<file path="src/sv/nnds_pkg.sv">
// ----------------------------------------------------------------------------
// Nearest-neighbor downscaler package
// Shared widths, register indexes, divider states and the result record.
// ----------------------------------------------------------------------------
package nnds_pkg;

  localparam int DIM_W   = 13;
  localparam int SUM_W   = 25;
  localparam int PROD_W  = 2 * DIM_W;
  localparam int PIX_W   = 8;
  localparam int COORD_W = 12;
  localparam int NUM_CH  = 4;
  localparam int CC_W    = 3;
  localparam int IDX_W   = 2;
  localparam int MAX_DIM = 4096;

  localparam logic [IDX_W-1:0] REG_SOURCE_WIDTH  = 2'd0;
  localparam logic [IDX_W-1:0] REG_SOURCE_HEIGHT = 2'd1;
  localparam logic [IDX_W-1:0] REG_CHANNEL_COUNT = 2'd2;
  localparam logic [IDX_W-1:0] REG_MAX_WIDTH     = 2'd3;

  typedef enum logic [1:0] {
    DIV_IDLE,
    DIV_MUL,
    DIV_RUN
  } div_state_t;

  typedef struct packed {
    logic [NUM_CH-1:0][PIX_W-1:0] pix;
    logic [COORD_W-1:0]           x;
    logic [COORD_W-1:0]           y;
    logic                         last;
  } result_t;

endpackage

</file>
<file path="src/sv/nearest_neighbor_downscaler.sv">
// ----------------------------------------------------------------------------
// Nearest-neighbor downscaler
// Keeps the source pixels picked by an aspect-preserving nearest-neighbor
// reduction to at most max_width columns and tags each with its output position.
// ----------------------------------------------------------------------------
// The block takes one source pixel per clock in raster order, unless stalled, and decides in
// the same cycle whether it is kept, using running sums compared against each
// other. Results go into a two-entry output queue, so a new pixel is taken
// while one result waits to be taken. Every register write restarts the frame
// and recomputes the output height with a shift-subtract divider: after a write
// the input is stalled through the multiply state and 26 divide steps.
// Configuration writes are always taken.
module nearest_neighbor_downscaler #(
  parameter int MAX_CHANNELS = 4
) (
  input  logic                                clk,
  input  logic                                rst,
  input  logic                                cfg_valid,
  output logic                                cfg_ready,
  input  logic [nnds_pkg::IDX_W-1:0]          cfg_index,
  input  logic [nnds_pkg::DIM_W-1:0]          cfg_data,
  input  logic                                in_valid,
  output logic                                in_stall,
  input  logic [nnds_pkg::PIX_W-1:0]          chan0,
  input  logic [nnds_pkg::PIX_W-1:0]          chan1,
  input  logic [nnds_pkg::PIX_W-1:0]          chan2,
  input  logic [nnds_pkg::PIX_W-1:0]          chan3,
  output logic                                out_valid,
  input  logic                                out_stall,
  output logic [nnds_pkg::PIX_W-1:0]          pix0,
  output logic [nnds_pkg::PIX_W-1:0]          pix1,
  output logic [nnds_pkg::PIX_W-1:0]          pix2,
  output logic [nnds_pkg::PIX_W-1:0]          pix3,
  output logic [nnds_pkg::COORD_W-1:0]        out_x,
  output logic [nnds_pkg::COORD_W-1:0]        out_y,
  output logic                                frame_end
);
  import nnds_pkg::*;

  localparam int DIV_STEPS = PROD_W;
  localparam int CNT_W     = $clog2(DIV_STEPS);

  logic [DIM_W-1:0] source_width, source_height, max_width;
  logic [CC_W-1:0]  channel_count;

  logic [DIM_W-1:0] in_column, in_row, next_out_column, next_out_row;
  logic [SUM_W-1:0] column_target_sum, column_position_sum;
  logic [SUM_W-1:0] row_target_sum, row_position_sum;
  logic [DIM_W-1:0] output_height;

  logic [DIM_W-1:0] in_column_next, in_row_next, next_out_column_next, next_out_row_next;
  logic [SUM_W-1:0] column_target_sum_next, column_position_sum_next;
  logic [SUM_W-1:0] row_target_sum_next, row_position_sum_next;

  div_state_t        div_state, div_state_next;
  logic [DIM_W-1:0]  div_rem;
  logic [PROD_W-1:0] div_quo;
  logic [CNT_W-1:0]  div_cnt;
  logic [DIM_W:0]    div_shifted, div_diff;
  logic              div_ge;
  logic              div_load, div_step, div_last;

  result_t    slot0, slot1, res;
  logic [1:0] fifo_count;
  logic       cfg_wr, accept, pop, push, emit;

  logic [CC_W-1:0]  cc;
  logic             frame_ok, start, row_end, frame_last, row_hit, col_hit;
  logic [DIM_W-1:0] noc, nro;
  logic [SUM_W-1:0] cts, cps, rts, rps;
  logic [NUM_CH-1:0][PIX_W-1:0] chan_in;

  function automatic logic [DIM_W-1:0] clamp_dim(input logic [DIM_W-1:0] v);
    logic [DIM_W-1:0] r;
    r = v;
    if (int'(v) > MAX_DIM) begin
      r = DIM_W'(MAX_DIM);
    end
    return r;
  endfunction

  assign cfg_ready = 1'b1;
  assign cfg_wr    = cfg_valid & cfg_ready;
  assign in_stall  = (div_state != DIV_IDLE) | (fifo_count == 2'd2);
  assign accept    = in_valid & ~in_stall;
  assign out_valid = (fifo_count != 2'd0);
  assign pop       = out_valid & ~out_stall;
  assign push      = accept & emit;

  assign pix0      = slot0.pix[0];
  assign pix1      = slot0.pix[1];
  assign pix2      = slot0.pix[2];
  assign pix3      = slot0.pix[3];
  assign out_x     = slot0.x;
  assign out_y     = slot0.y;
  assign frame_end = slot0.last;

  assign chan_in = {chan3, chan2, chan1, chan0};

  always_comb begin
    cc = (int'(channel_count) > MAX_CHANNELS) ? CC_W'(MAX_CHANNELS) : channel_count;
    frame_ok = (source_width != '0) && (source_height != '0) && (cc != '0);
    start = (in_column == '0) && (in_row == '0);
    noc = start ? '0 : next_out_column;
    nro = start ? '0 : next_out_row;
    cts = start ? '0 : column_target_sum;
    cps = start ? '0 : column_position_sum;
    rts = start ? '0 : row_target_sum;
    rps = start ? '0 : row_position_sum;

    row_end    = ({1'b0, in_column} + 1'b1) >= {1'b0, source_width};
    frame_last = row_end && (({1'b0, in_row} + 1'b1) >= {1'b0, source_height});

    row_hit = (nro < output_height) &&
              ({1'b0, rts} < ({1'b0, rps} + (SUM_W + 1)'(output_height)));
    col_hit = (noc < max_width) &&
              ({1'b0, cts} < ({1'b0, cps} + (SUM_W + 1)'(max_width)));

    for (int i = 0; i < NUM_CH; i++) begin
      res.pix[i] = (i < int'(cc)) ? chan_in[i] : '0;
    end
    res.x    = '0;
    res.y    = '0;
    res.last = 1'b0;
    emit     = 1'b1;

    in_column_next           = in_column;
    in_row_next              = in_row;
    next_out_column_next     = next_out_column;
    next_out_row_next        = next_out_row;
    column_target_sum_next   = column_target_sum;
    column_position_sum_next = column_position_sum;
    row_target_sum_next      = row_target_sum;
    row_position_sum_next    = row_position_sum;

    if (frame_ok) begin
      next_out_column_next     = noc;
      next_out_row_next        = nro;
      column_target_sum_next   = cts;
      column_position_sum_next = cps;
      row_target_sum_next      = rts;
      row_position_sum_next    = rps;
      if (source_width <= max_width) begin
        res.x    = in_column[COORD_W-1:0];
        res.y    = in_row[COORD_W-1:0];
        res.last = frame_last;
      end else begin
        emit = row_hit && col_hit;
        res.x    = noc[COORD_W-1:0];
        res.y    = nro[COORD_W-1:0];
        res.last = (({1'b0, noc} + 1'b1) == {1'b0, max_width}) &&
                   (({1'b0, nro} + 1'b1) == {1'b0, output_height});
        if (col_hit) begin
          next_out_column_next   = noc + 1'b1;
          column_target_sum_next = cts + SUM_W'(source_width);
        end
        column_position_sum_next = cps + SUM_W'(max_width);
        if (row_end) begin
          next_out_column_next     = '0;
          column_target_sum_next   = '0;
          column_position_sum_next = '0;
          if (row_hit) begin
            next_out_row_next   = nro + 1'b1;
            row_target_sum_next = rts + SUM_W'(source_height);
          end
          row_position_sum_next = rps + SUM_W'(output_height);
        end
      end
      if (row_end) begin
        in_column_next = '0;
        in_row_next    = frame_last ? '0 : in_row + 1'b1;
      end else begin
        in_column_next = in_column + 1'b1;
      end
    end
  end

  always_ff @(posedge clk) begin
    if (rst) begin
      source_width        <= '0;
      source_height       <= '0;
      channel_count       <= CC_W'(3);
      max_width           <= clamp_dim(DIM_W'(320));
      in_column           <= '0;
      in_row              <= '0;
      next_out_column     <= '0;
      next_out_row        <= '0;
      column_target_sum   <= '0;
      column_position_sum <= '0;
      row_target_sum      <= '0;
      row_position_sum    <= '0;
    end else if (cfg_wr) begin
      unique case (cfg_index)
        REG_SOURCE_WIDTH:  source_width  <= clamp_dim(cfg_data);
        REG_SOURCE_HEIGHT: source_height <= clamp_dim(cfg_data);
        REG_CHANNEL_COUNT: channel_count <= cfg_data[CC_W-1:0];
        REG_MAX_WIDTH:     max_width     <= clamp_dim(cfg_data);
        default:           ;
      endcase
      in_column           <= '0;
      in_row              <= '0;
      next_out_column     <= '0;
      next_out_row        <= '0;
      column_target_sum   <= '0;
      column_position_sum <= '0;
      row_target_sum      <= '0;
      row_position_sum    <= '0;
    end else if (accept) begin
      in_column           <= in_column_next;
      in_row              <= in_row_next;
      next_out_column     <= next_out_column_next;
      next_out_row        <= next_out_row_next;
      column_target_sum   <= column_target_sum_next;
      column_position_sum <= column_position_sum_next;
      row_target_sum      <= row_target_sum_next;
      row_position_sum    <= row_position_sum_next;
    end
  end

  always_ff @(posedge clk) begin
    if (rst) begin
      fifo_count <= '0;
    end else begin
      fifo_count <= fifo_count + {1'b0, push} - {1'b0, pop};
    end
  end

  always_ff @(posedge clk) begin
    if (pop && fifo_count == 2'd2) begin
      slot0 <= slot1;
    end
    if (push) begin
      if (fifo_count == 2'd0 || (fifo_count == 2'd1 && pop)) begin
        slot0 <= res;
      end else begin
        slot1 <= res;
      end
    end
  end

  always_comb begin
    div_shifted = {div_rem, div_quo[PROD_W-1]};
    div_ge      = div_shifted >= {1'b0, source_width};
    div_diff    = div_shifted - {1'b0, source_width};
    div_last    = (div_cnt == CNT_W'(DIV_STEPS - 1));
  end

  always_comb begin
    div_state_next = div_state;
    div_load       = 1'b0;
    div_step       = 1'b0;
    if (cfg_wr) begin
      div_state_next = DIV_MUL;
    end else begin
      unique case (div_state)
        DIV_IDLE: ;
        DIV_MUL: begin
          div_load       = 1'b1;
          div_state_next = DIV_RUN;
        end
        DIV_RUN: begin
          div_step = 1'b1;
          if (div_last) begin
            div_state_next = DIV_IDLE;
          end
        end
        default: div_state_next = DIV_IDLE;
      endcase
    end
  end

  always_ff @(posedge clk) begin
    if (rst) begin
      div_state <= DIV_IDLE;
    end else begin
      div_state <= div_state_next;
    end
  end

  always_ff @(posedge clk) begin
    if (rst) begin
      output_height <= '0;
    end else if (div_step && div_last) begin
      output_height <= {div_quo[DIM_W-2:0], div_ge};
    end
  end

  always_ff @(posedge clk) begin
    if (div_load) begin
      div_quo <= PROD_W'(source_height) * PROD_W'(max_width);
      div_rem <= '0;
      div_cnt <= '0;
    end else if (div_step) begin
      div_quo <= {div_quo[PROD_W-2:0], div_ge};
      div_rem <= div_ge ? div_diff[DIM_W-1:0] : div_shifted[DIM_W-1:0];
      div_cnt <= div_cnt + 1'b1;
    end
  end

  a_cfg_stalls_input: assert property (@(posedge clk) disable iff (rst)
    cfg_wr |=> in_stall)
    else $error("input not stalled after a register write");

  a_row_in_range: assert property (@(posedge clk) disable iff (rst)
    (source_height != '0) |-> (in_row < source_height))
    else $error("raster row outside the source frame");

  a_column_in_range: assert property (@(posedge clk) disable iff (rst)
    (source_width != '0) |-> (in_column < source_width))
    else $error("raster column outside the source row");

  a_queue_bound: assert property (@(posedge clk) disable iff (rst)
    fifo_count != 2'd3)
    else $error("output queue overfilled");

endmodule
</file>
<file path="config.mk">
export PLATFORM = sky130hd
export DESIGN_NAME = nearest_neighbor_downscaler
export DESIGN_NICKNAME = d
export VERILOG_FILES = /design/src/sv/nnds_pkg.sv /design/src/sv/nearest_neighbor_downscaler.sv
export SDC_FILE = /design/constraint.sdc
export NUM_CORES = 2
export LEC_CHECK = 0
export ABC_CLOCK_PERIOD_IN_PS = 8500
export BUFFER_PORTS_ARGS = -buffer_cell sky130_fd_sc_hd__buf_2
export CAP_MARGIN = 20
export CORE_MARGIN = 2
export CORE_UTILIZATION = 45
export DETAILED_ROUTE_END_ITERATION = 12
export GPL_TIMING_DRIVEN = 0
export HOLD_SLACK_MARGIN = 0.1
export PLACE_DENSITY_LB_ADDON = 0.05
export RECOVER_POWER = 25
export SLEW_MARGIN = 20
export SYNTH_ARGS = -nofsm -noshare
export SYNTH_HDL_FRONTEND = slang
export SYNTH_SLANG_ARGS = --single-unit
export TNS_END_PERCENT = 5
</file>
<file path="constraint.sdc">
create_clock -name clk -period 8.5 [get_ports clk]
set_input_delay 0 -clock clk [delete_from_list [all_inputs] [get_ports clk]]
set_output_delay 0 -clock clk [all_outputs]
set_load 0.05 [all_outputs]
</file>
==> flow_metrics.tcl <==
set metrics [dict create \
    status "finished, final reports clean" \
    syn_nets 3779 \
    dp.cells 4300 \
    rsz0062_at_grt "false" \
    hp-class "input port to flop" \
    root_buffer "clkbuf_16" \
    fmax_mhz 126 \
    antenna_found_initial 2 \
    fin_crit_ps 7960 \
    maxSlewHeadroom_pct 16.4 \
    cts.sinks 369 \
    dr.pass1.iters 6 \
    crit_type "flop to flop" \
    pin_count 112 \
    synth_cell_types 103 \
    ys_warn_count 0 \
    synth-simple-area-share_pct 20.8 \
    initial_utilization_pct 45.6 \
    cts_buffers 44 \
    fill_cells 6089 \
    cellPowerDensity_nw_per_um2 179 \
    cap_violations 0 \
    synth.most_common_cell "nand2_1" \
    netlist_area_sq_um 28700 \
    post-dp-hpwl_um 78400 \
    worstPathArrival_ps 8430 \
    period_share_pct 93.6 \
    setup_tns_ps 0 \
    placed_cell_area_sq_um 30400 \
    endpoint_kind "flop" \
    hold_violations 0 \
    finalMaxSlewViolations 0 \
    routed_via_density 5.81 \
    synth_ff_type "dfxtp_1" \
    area_growth_pct 12.9 \
    multi_input_area_sq_um 19100 \
    synth_common_cells "nand2_1, dfxtp_1, nor2_1" \
    cp_data_required_time_ps 8970 \
    die-area_sq_um 65900 \
    setup_viol 0 \
    grt_pass1_vias 25000 \
    grt_pass1_wl_um 152000 \
    irDropWorstVdd_v 0.000146 \
    cts_max_level 2 \
    num_vias 25800 \
    cts_tree "built" \
    gr-usage-all-layers_pct 30.0 \
    seq_area_sq_um 8220 \
    muxShareOfSynthArea_pct 6.05 \
    first_iter_violations 2365 \
    pre_cts_ws_ps -2660 \
    design.core.area_sq_um 63100 \
    synth_fa_ha_area_share_pct 20.0 \
    crit_fanout 19 \
    synth_top_family_by_area "simple AND/OR/NAND/NOR gates" \
    rows 92 \
    yosys.area.top_type "dfxtp_1" \
    clk_latency_ps 610 \
    synth.avg_cell_area_sq_um 8.60 \
    cp_slowest_cell "nor4_1" \
    final_cell_area_sq_um 32500 \
    synthCells 3342 \
    die_h_um 257 \
    yosys-top-cells-area "dfxtp_1, ha_1, fa_1, edfxtp_1, nand2_1" \
    synth_top_area_share_pct 19.9 \
    whs_path_depth 3 \
    drive_gt1_share_pct 9.05 \
    synth_edf_count 83 \
    clk_transition_reported_paths_ps 60 \
    setup_slack_ps 540 \
    worstMarginPinSlew_ps 1250 \
    grt-ovfl-total 0 \
    clockBufferDepth 3 \
    finalNonFillerCells 4441 \
    grt_max_degree 25 \
    power_leakage_nw 13.7 \
    synth-seq-cells 369 \
    worstRegToRegCells 34 \
    synth-async-reset-ratio_pct 0 \
    fin_skew_ps 31.1 \
    synth_compound_area_share_pct 14.3 \
    gp_congestion 0.981 \
    wirelength_um 100000 \
    ant_nets 0 \
    crit_path_frequent_cell "ha_1" \
    cp-start-kind "flop" \
    whs_ps 263 \
    die_w_um 257 \
    synth_xor_xnor_area_share_pct 4.75 \
    route.detailed.wl_per_inst_um 22.6 \
    nNetsFinal 3994 \
    ys_seq_area_share_pct 28.6 \
    critical_path.max_stage_delay_ps 430 \
    io_buffer_count 109 \
    drc_errors 0 \
]
-- placed cells by master, fill, tap and decap left out, types with 83 or more instances in the layout --
cell	synthesis	layout
nand2_1	455	455
o21ai_0	152	151
ha_1	259	259
a21oi_1	203	203
nor2_1	263	262
fa_1	126	126
clkbuf_1	130	192
inv_1	238	238
and2_1	155	121
mux2_2	86	86
nand3_1	88	88
edfxtp_1	83	83
dfxtp_1	286	284
-- cell families after synthesis --
group / count (synthesis)
and+or+nand+nor: 1241
adders and majority gates: 385
muxes: 148
xor gates and xnor gates: 156
AOI/OAI and AO/OA: 640
buffers and inverters: 402
other: 1
DFF: 369
-- per-layer routing --
layer,GRT usage (%),vias to the layer above,wire [um]
met5,0,-,0
met4,11.0,0,4040
met3,4.39,180,7070
met2,48.4,981,45500
met1,40.7,12700,43600
li1,-,12000,-
-- area by class of cell --
type,count,share of cell area [%]
diodes,2,0.0154
clock buffers,62,3.75
plain buffers,160,2.22
clock inverters,20,0.486
multi-input cells,2571,58.8
inverters,241,2.79
well taps,846,3.26
flip-flops and latches,369,25.3
repair buffers,170,3.40
-- through the flow --
step / utilization (%) / power, W
floorplan: - / 0.00353
global placement: 48.1 / 0.00395
detailed placement: 48.2 / 0.00398
CTS: 51.4 / 0.00587
global route: 51.5 / 0.00606
finish: 51.5 / 0.00582
-- worst max-delay path, delay by kind of cell, from the launching register on --
kind                       cells  cell delay, ps
AOI/OAI and AO/OA              7            1720
DFF                            1             290
and+or+nand+nor               11            2480
adders and majority gates      4            1080
buffers and inverters          9            1790
xor gates and xnor gates       3             420
-- flip-flops by register name (all words and copies together), names as in the netlist, 13 cells and up --
name                 cells
div_rem                 13
next_out_column         13
slot1                   57
source_width            13
row_position_sum        25
in_row                  13
div_quo                 26
next_out_row            13
column_target_sum       25
in_column               13
column_position_sum     25
row_target_sum          25
max_width               13
output_height           13
source_height           13
-- power breakdown --
group | total (W) | switching, W | internal [W]
logic | 0.00187 | 0.00118 | 0.000692
registers | 0.00208 | 0.0000996 | 0.00198
clock network | 0.00186 | 0.000828 | 0.00104
total | 0.00582 | 0.00210 | 0.00371
-- repair_timing --
action | in CTS | in global routing
gates resized for setup | 21 | 21
pin swaps | 3 | 1
hold endpoints to repair | 130 | 0
hold buffers | 56 | 0
endpoints found under the setup margin | 192 | 152
setup buffers | 1 | 1
-- worst paths after layout --
| kind | slack [ps] | to | startpoint |
|---|---|---|---|
| worst max-delay path | 540 | fifo_count[1]$_SDFF_PP0_ | in_column[9]$_SDFFE_PP0P_ |
| worst min-delay path | 260 | slot1[34]$_DFFE_PP_ | chan1[1] |
| worst max register to register | 540 | fifo_count[1]$_SDFF_PP0_ | in_column[9]$_SDFFE_PP0P_ |
| worst min register to register | 440 | row_target_sum[12]$_SDFFE_PP0P_ | row_target_sum[12]$_SDFFE_PP0P_ |
Note: power is estimated with default switching activity, not from simulation.
